==> src/sv/rrs_pkg.sv <==
package rrs_pkg;

  // coordinate and field widths
  localparam int COORD_WIDTH = 15;
  localparam int OUT_WIDTH   = 16;
  localparam int DIM_WIDTH   = 13;
  localparam int RAD_WIDTH   = 12;

  // internal signed width, wide enough for box_y + box_height and bx + w exactly
  localparam int SUM_WIDTH = ((COORD_WIDTH > DIM_WIDTH + 1) ? COORD_WIDTH : DIM_WIDTH + 1) + 2;

  // square root operand: r*r - dy*dy stays below 2^(2*RAD_WIDTH)
  localparam int Q_WIDTH        = 2 * RAD_WIDTH;
  localparam int REM_WIDTH      = RAD_WIDTH + 3;
  localparam int ITER_PER_STAGE = 2;
  localparam int SQRT_STAGES    = RAD_WIDTH / ITER_PER_STAGE;

  // pipeline layout
  localparam int ST_CORNER     = 1;
  localparam int ST_PRODUCT    = 2;
  localparam int ST_SQRT_FIRST = 3;
  localparam int ST_SQRT_LAST  = ST_SQRT_FIRST + SQRT_STAGES - 1;
  localparam int PIPE_DEPTH    = ST_SQRT_LAST + 1;
  localparam int NUM_STAGES    = PIPE_DEPTH + 1;

  // configuration port
  localparam int CFG_IDX_WIDTH  = 3;
  localparam int CFG_DATA_WIDTH = 32;

  typedef enum logic [CFG_IDX_WIDTH-1:0] {
    CFG_BOX_X      = 3'd0,
    CFG_BOX_Y      = 3'd1,
    CFG_BOX_WIDTH  = 3'd2,
    CFG_BOX_HEIGHT = 3'd3,
    CFG_RAD_TL     = 3'd4,
    CFG_RAD_TR     = 3'd5,
    CFG_RAD_BR     = 3'd6,
    CFG_RAD_BL     = 3'd7
  } cfg_idx_e;

  // corner order in the radius array
  localparam int CORNER_TL = 0;
  localparam int CORNER_TR = 1;
  localparam int CORNER_BR = 2;
  localparam int CORNER_BL = 3;

  // digit-by-digit square root state
  typedef struct packed {
    logic [Q_WIDTH-1:0]   q;
    logic [REM_WIDTH-1:0] rem;
    logic [RAD_WIDTH-1:0] root;
  } sqrt_t;

  // payload carried down the pipeline
  typedef struct packed {
    logic                          inbox;
    logic [DIM_WIDTH-1:0]          ly;
    logic [3:0][RAD_WIDTH-1:0]     rad;
    logic [RAD_WIDTH-1:0]          rl;
    logic [RAD_WIDTH-1:0]          rr;
    logic [RAD_WIDTH-1:0]          dl;
    logic [RAD_WIDTH-1:0]          dr;
    sqrt_t                         sl;
    sqrt_t                         sr;
  } pipe_t;

  // one restoring square root iteration, two operand bits in, one root bit out
  function automatic sqrt_t isqrt_step(sqrt_t s);
    logic [REM_WIDTH-1:0] acc;
    logic [REM_WIDTH-1:0] trial;
    sqrt_t                n;
    acc   = {s.rem[REM_WIDTH-3:0], s.q[Q_WIDTH-1 -: 2]};
    trial = {1'b0, s.root, 2'b01};
    n.q   = {s.q[Q_WIDTH-3:0], 2'b00};
    if (acc >= trial) begin
      n.rem  = acc - trial;
      n.root = {s.root[RAD_WIDTH-2:0], 1'b1};
    end else begin
      n.rem  = acc;
      n.root = {s.root[RAD_WIDTH-2:0], 1'b0};
    end
    return n;
  endfunction

endpackage

==> src/sv/rrs_if.sv <==
// scanline row request
interface rrs_row_if import rrs_pkg::*; ();
  logic                          valid;
  logic                          ready;
  logic signed [COORD_WIDTH-1:0] row_y;

  modport source (output valid, output row_y, input ready);
  modport sink   (input valid, input row_y, output ready);
endinterface

// covered span result
interface rrs_span_if import rrs_pkg::*; ();
  logic                        valid;
  logic                        ready;
  logic                        span_valid;
  logic signed [OUT_WIDTH-1:0] span_left;
  logic signed [OUT_WIDTH-1:0] span_right;

  modport source (output valid, output span_valid, output span_left, output span_right,
                  input ready);
  modport sink   (input valid, input span_valid, input span_left, input span_right,
                  output ready);
endinterface

// register write channel
interface rrs_cfg_if import rrs_pkg::*; ();
  logic                      valid;
  logic                      ready;
  logic [CFG_IDX_WIDTH-1:0]  index;
  logic [CFG_DATA_WIDTH-1:0] data;

  modport source (output valid, output index, output data, input ready);
  modport sink   (input valid, input index, input data, output ready);
endinterface

==> src/sv/rounded_rect_scanline_span_top.sv <==
// channel  | dir | transaction payload
// ---------+-----+-------------------------------------------------
// cfg_i    | in  | index (register 0..7), data (low bits kept)
// row_i    | in  | row_y, signed scanline row
// span_o   | out | span_valid, span_left, span_right
//
// one row per cycle sustained while span_o is not stalled; each taken row passes through
// (row/box compare, corner select, product, six stages of two square root steps, output)
// the square root pipeline of two root bits per stage sets the latency
// rst_ni clears the registers and all stage valid bits; payload registers are not reset
// a stall holds each stage that is full and whose successor cannot take it; bubbles close up
// register writes are always accepted and must only arrive while the pipeline is empty
module rounded_rect_scanline_span_top import rrs_pkg::*; (
  input  logic        clk_i,
  input  logic        rst_ni,
  rrs_cfg_if.sink     cfg_i,
  rrs_row_if.sink     row_i,
  rrs_span_if.source  span_o
);

  // configuration registers
  logic signed [COORD_WIDTH-1:0] box_x_q;
  logic signed [COORD_WIDTH-1:0] box_y_q;
  logic [DIM_WIDTH-1:0]          box_w_q;
  logic [DIM_WIDTH-1:0]          box_h_q;
  logic [3:0][RAD_WIDTH-1:0]     rad_q;

  assign cfg_i.ready = 1'b1;

  always_ff @(posedge clk_i or negedge rst_ni) begin
    if (!rst_ni) begin
      box_x_q <= '0;
      box_y_q <= '0;
      box_w_q <= '0;
      box_h_q <= '0;
      rad_q   <= '0;
    end else if (cfg_i.valid) begin
      case (cfg_idx_e'(cfg_i.index))
        CFG_BOX_X:      box_x_q <= cfg_i.data[COORD_WIDTH-1:0];
        CFG_BOX_Y:      box_y_q <= cfg_i.data[COORD_WIDTH-1:0];
        CFG_BOX_WIDTH:  box_w_q <= cfg_i.data[DIM_WIDTH-1:0];
        CFG_BOX_HEIGHT: box_h_q <= cfg_i.data[DIM_WIDTH-1:0];
        CFG_RAD_TL:     rad_q[CORNER_TL] <= cfg_i.data[RAD_WIDTH-1:0];
        CFG_RAD_TR:     rad_q[CORNER_TR] <= cfg_i.data[RAD_WIDTH-1:0];
        CFG_RAD_BR:     rad_q[CORNER_BR] <= cfg_i.data[RAD_WIDTH-1:0];
        CFG_RAD_BL:     rad_q[CORNER_BL] <= cfg_i.data[RAD_WIDTH-1:0];
        default: ;
      endcase
    end
  end

  // stage valid bits and advance chain
  logic [NUM_STAGES-1:0] vld_q;
  logic [NUM_STAGES-1:0] adv;

  always_comb begin
    adv[NUM_STAGES-1] = !vld_q[NUM_STAGES-1] || span_o.ready;
    for (int i = NUM_STAGES - 2; i >= 0; i--) begin
      adv[i] = !vld_q[i] || adv[i+1];
    end
  end

  assign row_i.ready = adv[0];

  always_ff @(posedge clk_i or negedge rst_ni) begin
    if (!rst_ni) begin
      vld_q <= '0;
    end else begin
      if (adv[0]) vld_q[0] <= row_i.valid;
      for (int i = 1; i < NUM_STAGES; i++) begin
        if (adv[i]) vld_q[i] <= vld_q[i-1];
      end
    end
  end

  // sign-extended box origin
  logic signed [SUM_WIDTH-1:0] bx_ext;
  logic signed [SUM_WIDTH-1:0] by_ext;

  assign bx_ext = {{(SUM_WIDTH-COORD_WIDTH){box_x_q[COORD_WIDTH-1]}}, box_x_q};
  assign by_ext = {{(SUM_WIDTH-COORD_WIDTH){box_y_q[COORD_WIDTH-1]}}, box_y_q};

  // pipeline payload
  pipe_t pipe_q [PIPE_DEPTH];
  pipe_t pipe_d [PIPE_DEPTH];

  // first stage: row against box, radius clamp
  logic signed [SUM_WIDTH-1:0] row_ext;
  logic signed [SUM_WIDTH-1:0] ly_full;
  logic [DIM_WIDTH-1:0]        min_wh;
  logic [RAD_WIDTH-1:0]        lim;

  assign row_ext = {{(SUM_WIDTH-COORD_WIDTH){row_i.row_y[COORD_WIDTH-1]}}, row_i.row_y};
  assign ly_full = row_ext - by_ext;
  assign min_wh  = (box_w_q < box_h_q) ? box_w_q : box_h_q;
  assign lim     = min_wh[DIM_WIDTH-1:1];

  always_comb begin
    pipe_d[0]       = '0;
    pipe_d[0].inbox = (box_w_q != '0) && (box_h_q != '0) && !ly_full[SUM_WIDTH-1]
                      && (ly_full < SUM_WIDTH'(box_h_q));
    pipe_d[0].ly    = ly_full[DIM_WIDTH-1:0];
    for (int c = 0; c < 4; c++) begin
      pipe_d[0].rad[c] = (rad_q[c] > lim) ? lim : rad_q[c];
    end
  end

  // corner band select: at most one corner per side touches a row
  logic                 top_l, bot_l, top_r, bot_r;
  logic [DIM_WIDTH-1:0] from_bot;

  always_comb begin
    pipe_d[ST_CORNER] = pipe_q[ST_CORNER-1];
    from_bot = box_h_q - DIM_WIDTH'(1) - pipe_q[ST_CORNER-1].ly;
    top_l = pipe_q[ST_CORNER-1].ly < DIM_WIDTH'(pipe_q[ST_CORNER-1].rad[CORNER_TL]);
    bot_l = pipe_q[ST_CORNER-1].ly
            >= (box_h_q - DIM_WIDTH'(pipe_q[ST_CORNER-1].rad[CORNER_BL]));
    top_r = pipe_q[ST_CORNER-1].ly < DIM_WIDTH'(pipe_q[ST_CORNER-1].rad[CORNER_TR]);
    bot_r = pipe_q[ST_CORNER-1].ly
            >= (box_h_q - DIM_WIDTH'(pipe_q[ST_CORNER-1].rad[CORNER_BR]));
    if (top_l) begin
      pipe_d[ST_CORNER].rl = pipe_q[ST_CORNER-1].rad[CORNER_TL];
      pipe_d[ST_CORNER].dl = pipe_q[ST_CORNER-1].ly[RAD_WIDTH-1:0];
    end else if (bot_l) begin
      pipe_d[ST_CORNER].rl = pipe_q[ST_CORNER-1].rad[CORNER_BL];
      pipe_d[ST_CORNER].dl = from_bot[RAD_WIDTH-1:0];
    end else begin
      pipe_d[ST_CORNER].rl = '0;
      pipe_d[ST_CORNER].dl = '0;
    end
    if (top_r) begin
      pipe_d[ST_CORNER].rr = pipe_q[ST_CORNER-1].rad[CORNER_TR];
      pipe_d[ST_CORNER].dr = pipe_q[ST_CORNER-1].ly[RAD_WIDTH-1:0];
    end else if (bot_r) begin
      pipe_d[ST_CORNER].rr = pipe_q[ST_CORNER-1].rad[CORNER_BR];
      pipe_d[ST_CORNER].dr = from_bot[RAD_WIDTH-1:0];
    end else begin
      pipe_d[ST_CORNER].rr = '0;
      pipe_d[ST_CORNER].dr = '0;
    end
  end

  // r*r - dy*dy written as (d+1)*(2r-1-d)
  logic [DIM_WIDTH-1:0]   fa_l, fb_l, fa_r, fb_r;
  logic [2*DIM_WIDTH-1:0] prod_l, prod_r;

  always_comb begin
    pipe_d[ST_PRODUCT] = pipe_q[ST_PRODUCT-1];
    fa_l   = {1'b0, pipe_q[ST_PRODUCT-1].dl} + DIM_WIDTH'(1);
    fb_l   = {pipe_q[ST_PRODUCT-1].rl, 1'b0} - DIM_WIDTH'(1) - {1'b0, pipe_q[ST_PRODUCT-1].dl};
    fa_r   = {1'b0, pipe_q[ST_PRODUCT-1].dr} + DIM_WIDTH'(1);
    fb_r   = {pipe_q[ST_PRODUCT-1].rr, 1'b0} - DIM_WIDTH'(1) - {1'b0, pipe_q[ST_PRODUCT-1].dr};
    prod_l = fa_l * fb_l;
    prod_r = fa_r * fb_r;
    pipe_d[ST_PRODUCT].sl.rem  = '0;
    pipe_d[ST_PRODUCT].sl.root = '0;
    pipe_d[ST_PRODUCT].sr.rem  = '0;
    pipe_d[ST_PRODUCT].sr.root = '0;
    pipe_d[ST_PRODUCT].sl.q = (pipe_q[ST_PRODUCT-1].rl != '0) ? prod_l[Q_WIDTH-1:0] : '0;
    pipe_d[ST_PRODUCT].sr.q = (pipe_q[ST_PRODUCT-1].rr != '0) ? prod_r[Q_WIDTH-1:0] : '0;
  end

  // square root stages, two root bits each, both sides in parallel
  for (genvar s = ST_SQRT_FIRST; s <= ST_SQRT_LAST; s++) begin : g_sqrt
    always_comb begin
      pipe_d[s] = pipe_q[s-1];
      for (int k = 0; k < ITER_PER_STAGE; k++) begin
        pipe_d[s].sl = isqrt_step(pipe_d[s].sl);
        pipe_d[s].sr = isqrt_step(pipe_d[s].sr);
      end
    end
  end

  always_ff @(posedge clk_i) begin
    for (int i = 0; i < PIPE_DEPTH; i++) begin
      if (adv[i]) pipe_q[i] <= pipe_d[i];
    end
  end

  // output stage: apply insets and check for an empty span
  logic [RAD_WIDTH-1:0]        inset_l, inset_r;
  logic signed [SUM_WIDTH-1:0] left_w, right_w;
  logic                        ok;

  assign inset_l = pipe_q[ST_SQRT_LAST].rl - pipe_q[ST_SQRT_LAST].sl.root;
  assign inset_r = pipe_q[ST_SQRT_LAST].rr - pipe_q[ST_SQRT_LAST].sr.root;
  assign left_w  = bx_ext + SUM_WIDTH'(inset_l);
  assign right_w = bx_ext + SUM_WIDTH'(box_w_q) - SUM_WIDTH'(inset_r);
  assign ok      = pipe_q[ST_SQRT_LAST].inbox && (right_w > left_w);

  logic                        span_valid_q;
  logic signed [OUT_WIDTH-1:0] span_left_q, span_right_q;

  always_ff @(posedge clk_i) begin
    if (adv[NUM_STAGES-1]) begin
      span_valid_q <= ok;
      span_left_q  <= ok ? left_w[OUT_WIDTH-1:0] : '0;
      span_right_q <= ok ? right_w[OUT_WIDTH-1:0] : '0;
    end
  end

  assign span_o.valid      = vld_q[NUM_STAGES-1];
  assign span_o.span_valid = span_valid_q;
  assign span_o.span_left  = span_left_q;
  assign span_o.span_right = span_right_q;

  // checks
  a_span_order: assert property (@(posedge clk_i) disable iff (!rst_ni)
    span_o.valid && span_o.span_valid |-> span_o.span_left < span_o.span_right)
    else $error("covered span is empty or reversed");

  a_invalid_zero: assert property (@(posedge clk_i) disable iff (!rst_ni)
    span_o.valid && !span_o.span_valid |-> span_o.span_left == '0 && span_o.span_right == '0)
    else $error("invalid span carries nonzero bounds");

  a_ready_only_on_stall: assert property (@(posedge clk_i) disable iff (!rst_ni)
    !row_i.ready |-> span_o.valid && !span_o.ready && (&vld_q))
    else $error("row input blocked without a full stalled pipeline");

  // rows outside the box carry meaningless corner data, so only rows inside are checked
  a_root_bound: assert property (@(posedge clk_i) disable iff (!rst_ni)
    vld_q[ST_SQRT_LAST] && pipe_q[ST_SQRT_LAST].inbox
      |-> pipe_q[ST_SQRT_LAST].sl.root <= pipe_q[ST_SQRT_LAST].rl
          && pipe_q[ST_SQRT_LAST].sr.root <= pipe_q[ST_SQRT_LAST].rr)
    else $error("corner square root exceeds its radius");

endmodule

==> src/flat_wrapper.sv <==
// flat-port wrapper written by rule: the top's interface ports become plain ports
module rounded_rect_scanline_span_top_flat import rrs_pkg::*;
  (clk_i, rst_ni, cfg_i_valid, cfg_i_index, cfg_i_data, cfg_i_ready, row_i_valid, row_i_row_y, row_i_ready, span_o_valid, span_o_span_valid, span_o_span_left, span_o_span_right, span_o_ready);
  rrs_cfg_if cfg_i_i ();
  rrs_row_if row_i_i ();
  rrs_span_if span_o_i ();
  input  logic clk_i;
  input  logic rst_ni;
  input wire logic [$bits(cfg_i_i.valid)-1:0] cfg_i_valid;
  input wire logic [$bits(cfg_i_i.index)-1:0] cfg_i_index;
  input wire logic [$bits(cfg_i_i.data)-1:0] cfg_i_data;
  output wire logic [$bits(cfg_i_i.ready)-1:0] cfg_i_ready;
  input wire logic [$bits(row_i_i.valid)-1:0] row_i_valid;
  input wire logic [$bits(row_i_i.row_y)-1:0] row_i_row_y;
  output wire logic [$bits(row_i_i.ready)-1:0] row_i_ready;
  output wire logic [$bits(span_o_i.valid)-1:0] span_o_valid;
  output wire logic [$bits(span_o_i.span_valid)-1:0] span_o_span_valid;
  output wire logic [$bits(span_o_i.span_left)-1:0] span_o_span_left;
  output wire logic [$bits(span_o_i.span_right)-1:0] span_o_span_right;
  input wire logic [$bits(span_o_i.ready)-1:0] span_o_ready;
  assign cfg_i_i.valid = cfg_i_valid;
  assign cfg_i_i.index = cfg_i_index;
  assign cfg_i_i.data = cfg_i_data;
  assign cfg_i_ready = cfg_i_i.ready;
  assign row_i_i.valid = row_i_valid;
  assign row_i_i.row_y = row_i_row_y;
  assign row_i_ready = row_i_i.ready;
  assign span_o_valid = span_o_i.valid;
  assign span_o_span_valid = span_o_i.span_valid;
  assign span_o_span_left = span_o_i.span_left;
  assign span_o_span_right = span_o_i.span_right;
  assign span_o_i.ready = span_o_ready;
  rounded_rect_scanline_span_top u_core (.clk_i(clk_i), .rst_ni(rst_ni), .cfg_i(cfg_i_i), .row_i(row_i_i), .span_o(span_o_i));
endmodule
==> config.mk <==
export PLATFORM = sky130hd
export DESIGN_NAME = rounded_rect_scanline_span_top_flat
export DESIGN_NICKNAME = d
export VERILOG_FILES = /design/src/sv/rrs_pkg.sv /design/src/sv/rrs_if.sv /design/src/sv/rounded_rect_scanline_span_top.sv /design/src/flat_wrapper.sv
export SDC_FILE = /design/constraint.sdc
export NUM_CORES = 2
export LEC_CHECK = 0
export BUFFER_PORTS_ARGS = -buffer_cell sky130_fd_sc_hd__buf_2
export CORE_ASPECT_RATIO = 1.4
export CORE_MARGIN = 2
export CORE_UTILIZATION = 30
export DETAILED_ROUTE_END_ITERATION = 7
export HOLD_SLACK_MARGIN = 0.02
export PLACE_DENSITY = 0.53
export SLEW_MARGIN = 5
export SYNTH_ARGS = -nofsm -noshare
export SYNTH_HDL_FRONTEND = slang
export SYNTH_SLANG_ARGS = --single-unit
==> constraint.sdc <==
create_clock -name clk_i -period 19.7 [get_ports clk_i]
set_clock_uncertainty 0.2 [all_clocks]
set_input_delay 3.94 -clock clk_i [delete_from_list [all_inputs] [get_ports clk_i]]
set_output_delay 3.94 -clock clk_i [all_outputs]
set_load 0.03 [all_outputs]
=== Word-level counts from Yosys, hierarchy flattened ===
Memories as Yosys holds them, arrays and structs flattened.
Index checks and enable logic that the tools add are counted.

* Add/subtract/negate cells: 40
* Multiply operators: 2
* Order comparisons: 35
* Eq/ne operators: 7
* Mux-type cells: 57
* Reduce and logical (&&, ||, !) cells: 38

{| class="wikitable"
|+ Operators by type and width
! operator !! number
|-
| 15-bit by 14-bit >= comparator with 1-bit output || 24
|-
| 27-bit two-way mux || 12
|-
| 25-bit two-way mux || 12
|-
| 15-bit by 14-bit subtractor with 15-bit output || 12
|-
| 13-bit subtractor || 12
|-
| 12-bit two-way mux || 12
|-
| 13-bit by 12-bit subtractor with 13-bit output || 4
|-
| 12-bit greater-than comparator || 4
|-
| 13-bit by 13-bit multiplier with 24-bit output || 2
|-
| 24-bit two-way mux || 2
|-
| 12-bit subtractor || 3
|-
| 12-bit by 1-bit adder with 13-bit output (second input constant) || 2
|-
| 13-bit >= comparator || 2
|-
| 13-bit by 12-bit less-than comparator with 1-bit output || 2
|-
| 13-bit nonzero test || 2
|-
| 13-bit by 1-bit subtractor with 13-bit output (second input constant) || 2
|-
| 12-bit nonzero test || 2
|-
| 1-bit two-way mux || 18
|-
| 17-bit greater-than comparator || 1
|-
| 17-bit by 13-bit less-than comparator with 1-bit output || 1
|-
| 17-bit by 12-bit subtractor with 17-bit output || 1
|-
| 15-bit by 13-bit adder with 16-bit output || 1
|-
| 15-bit by 14-bit adder with 16-bit output || 1
|-
| 2-bit AND reduction || 8
|-
| 11 further kinds || 37
|}

* Register bits: 147
* RAM bits: 1,908
* Input port bits: 55
* Output and inout port bits: 36
* Logic and storage cells: 201
* Memories kept: 1

{| class="wikitable"
|+ Memories
! name !! depth !! bits a word !! read ports !! clocked after memory_dff !! wr ports !! line !! RTL
|-
| u_core.pipe_q || 9 || 212 || 9 || 0 || 9 || rounded_rect_scanline_span_top.sv:84 || <nowiki>pipe_t pipe_q [PIPE_DEPTH];</nowiki>
|}

=== Longest topological paths before layout ===
* Depth in word-level cells: 13
* Depth in mapped cells: 30
* Depth with buffers taken out: 30

=== Worst setup path before layout ===
OpenSTA, ideal clock, no wires.

* Path type: in2out
* Start point: input span_o_ready
* End point: output row_i_ready
* Arrival time: 10.405 ns
* Data required time: 15.560 ns
* Setup slack: 5.155 ns
* Stages on the path: 6
* Path buffers: 0
* Cell sequence: nand2b_1 nor2_1 and3_1 nand3_1 nor2_1 nand4_1

* Word-level cells in the longest chain between the ends: 10

{| class="wikitable"
|+ RTL lines
! what !! line !! RTL
|-
| from (decl) || flat_wrapper.sv:20 || <nowiki>input wire logic [$bits(span_o_i.ready)-1:0] span_o_ready;</nowiki>
|-
| 1-bit logical OR || rounded_rect_scanline_span_top.sv:57 || <nowiki>adv[NUM_STAGES-1] = !vld_q[NUM_STAGES-1] || span_o.ready;</nowiki>
|-
| 1-bit logical OR (5 in series) || rounded_rect_scanline_span_top.sv:59 || <nowiki>adv[i] = !vld_q[i] || adv[i+1];</nowiki>
|-
| via u_core.adv[4] || rounded_rect_scanline_span_top.sv:54 || <nowiki>logic [NUM_STAGES-1:0] adv;</nowiki>
|-
| 1-bit logical OR (4 in series) || rounded_rect_scanline_span_top.sv:59 ||
|-
| to (decl) || flat_wrapper.sv:15 || <nowiki>output wire logic [$bits(row_i_i.ready)-1:0] row_i_ready;</nowiki>
|}

The timed path passes the listed nets, and every way through them passes these cells.

=== Worst setup path in the final report ===
* Start point: input span_o_ready
* End point: output row_i_ready

* Word-level cells in the longest chain between the ends: 10

{| class="wikitable"
|+ RTL lines
! what !! line
|-
| 1-bit logical OR || rounded_rect_scanline_span_top.sv:57
|-
| via u_core.adv[9] || rounded_rect_scanline_span_top.sv:54
|-
| 1-bit logical OR (5 in series) || rounded_rect_scanline_span_top.sv:59
|-
| via u_core.adv[4] || rounded_rect_scanline_span_top.sv:54
|-
| 1-bit logical OR (4 in series) || rounded_rect_scanline_span_top.sv:59
|}

The timed path passes the listed nets, and every way through them passes these cells.

==> impl_metrics.yaml <==
hold_path:
  min_path_type: "register to register"
  whs_path_depth: 0
global_routing:
  antenna_found_initial: 3
  overflow: 0
  grt_pass1_wl_um: 221000
  grt_pass1_vias: 40400
  grt_usage_pct: 14.5
  grt_max_degree: 74
worst_setup_path:
  rrSetupSlack_ns: 10.81
  reg2reg_depth: 24
  cp.required_ns: 15.56
  startpoint_type: "primary input"
  critPathKind: "primary input to output pin"
  arrival_ns: 6.57
  critPathCaptureType: "output pin"
  worstPathMaxFanout: 35
place:
  place.gp.congestion: 0.883
  port_buffers: 72
  dp_hpwl_um: 109000
floorplanning:
  core_area_mm2: 0.189
  initial_utilization_pct: 30.1
  die_y_um: 520
  ios: 91
  die-area_mm2: 0.193
  rows: 189
  die_w_um: 372
timing:
  slew_viol_final: 0
  fmax_mhz: 93.4
  rsz0062_at_grt: "false"
  slew_headroom_pct: 16.7
  worst_slew_pin_slew_ns: 1.24
  setup_viol: 0
  finalCriticalPeriod_ns: 10.71
  period_share_pct: 54.4
  fin_setup_tns_ns: 0
  finalHoldViolations: 0
synthesis:
  synth.distinct_cells: 97
  synthTopCellsByArea: "edfxtp_1 36%, ha_1 12%, fa_1 8.8%"
  ys.flop_type: "edfxtp_1"
  syn_area_per_cell_um2: 10.7
  yosys_warnings: 0
  yosysTopAreaCellShare_pct: 36.4
  yosysMostFrequentCell: "inv_1"
  synth_edf_count: 690
  synth_commonest_cells: "709 x inv_1, 690 x edfxtp_1, 566 x ha_1, 443 x nor2_1, 326 x nand2_1"
  yosysTopAreaCell: "edfxtp_1"
  synth-seq-cells: 804
  synth_cells: 5313
  synthArstFlopShare_pct: 14.2
  syn_area_mm2: 0.0570
  ys_seq_area_share_pct: 41.4
clocking:
  cts_resized: 0
  clockBufferDepth: 3
  cts_hold_buffers: 0
  cts_tree: "built"
  cts_sinks: 804
  cts.htree.levels: 3
  clkLatencyLatePin_ns: 0.70
  cts_root_buf: "clkbuf_16"
  path_clk_slew_ns: 0.06
  cts_made_buffers: 83
  post_cts_buffers: 0
drt:
  antenna_left: 0
  routed_wl_um: 138000
  firstDrtPassIters: 7
  avgViaCountPerCell: 4.83
  drt-wirelength-per-cell_um: 17.4
  first_iter_violations: 1727
  vias: 38400
  drc: 0
run:
  cap_viol_max_count: 0
outcome:
  status: "completed"
layout:
  fin_nets: 6276
  area_growth_pct: 10.8
  layout-drive-gt1-share_pct: 9.10
==> path summary, 6_finish.rpt <==
path                                   startpoint                endpoint
max                                  span_o_ready             row_i_ready
min                        u_core.pipe_q[0][1626]  u_core.pipe_q[0][1838]
max reg2reg                 u_core.pipe_q[0][314]   u_core.pipe_q[0][473]
min reg2reg                u_core.pipe_q[0][1626]  u_core.pipe_q[0][1838]
max in group asynchronous                  rst_ni        u_core.rad_q[37]
min in group asynchronous                  rst_ni        u_core.rad_q[47]
==> final cells by class <==
| class | instances | area, µm² |
|---|---|---|
| well taps | 2483 | 3110 |
| flip-flops and latches | 804 | 23600 |
| fillers | 18900 | 126000 |
| diodes | 1 | 2.50 |
| inverters | 714 | 2690 |
| clock buffers | 108 | 2240 |
| repair buffers | 108 | 633 |
| clock inverters | 47 | 532 |
| multi-input cells | 3693 | 30400 |
==> cells in the final DEF, fill, tap and decap left out, types with 26 or more instances in the layout <==
master and instances:
a22o_1 47, clkbuf_16 85, and3_1 31, mux2_2 173, o21bai_1 29, nor3_1 111
o31ai_1 26, fa_1 251, xnor2_1 245, nor4_1 36, o21a_1 53, o21ai_0 166
nor2b_1 75, nand3_1 72, buf_2 71, nand4_1 47, or2_2 31, edfxtp_1 690
a211oi_1 30, nor2_1 443, a21oi_1 269, inv_1 706, xor2_1 105, ha_1 566
nand2_1 323, buf_4 37, dfrtp_1 114, nand2b_1 92, and2_1 58, a21o_1 104
==> per-layer routing <==
layer  up-vias  track usage [%]  wire length, µm  part of all wire, %
met3       237             1.50             3210                  2.3
met4         2             6.48             6350                  4.6
met1     18900             15.6            53400                   39
li1      18700                -                -                    -
met2       514             28.0            75500                   55
met5         -                0                7               0.0051
==> worst max-delay path: stages <==
cell      delay, ns
buf_2          0.09
nand2b_2       0.15
buf_4          0.28
nor2_1         0.35
and3_1         0.38
nand3_4        0.11
nor2_1         0.57
nand4_1        0.37
buf_2          0.29
==> registers in the layout, indices dropped and copies added (netlist names) <==
| register | count |
|---|---|
| u_core.box_w_q | 13 |
| u_core.rad_q | 48 |
| u_core.span_o.span_valid | 1 |
| u_core.pipe_q | 657 |
| u_core.span_o.span_left | 16 |
| u_core.span_o.span_right | 16 |
| u_core.box_y_q | 15 |
| u_core.box_x_q | 15 |
| u_core.box_h_q | 13 |
| u_core.vld_q | 10 |
==> stage by stage <==
step	cells	worst slack [ns]	area, µm²	hold slack, ns	util (%)
6_report	7958	8.99	63100	0.171	33.4
5_1_grt	7958	8.76	63100	0.171	33.4
4_1_cts	7957	8.84	63100	0.165	33.4
3_5_place_dp	7802	8.84	60400	0.205	31.9
3_3_place_gp	7802	8.88	60400	0.200	31.9
2_1_floorplan	5315	5.15	57000	0.200	-
==> kinds of logic after synthesis <==
group	Yosys count	synth area share, %
adders and majority gates	817	21.3
buffers and inverters	818	5.49
DFF	804	41.4
other	1	0.00658
muxes	193	3.77
and+or+nand+nor	1412	12.0
AOI/OAI and AO/OA	917	10.7
xor gates and xnor gates	351	5.42
Power is not shown: default switching activity piles up to over one toggle a cycle in this logic, so the estimate is an artifact.
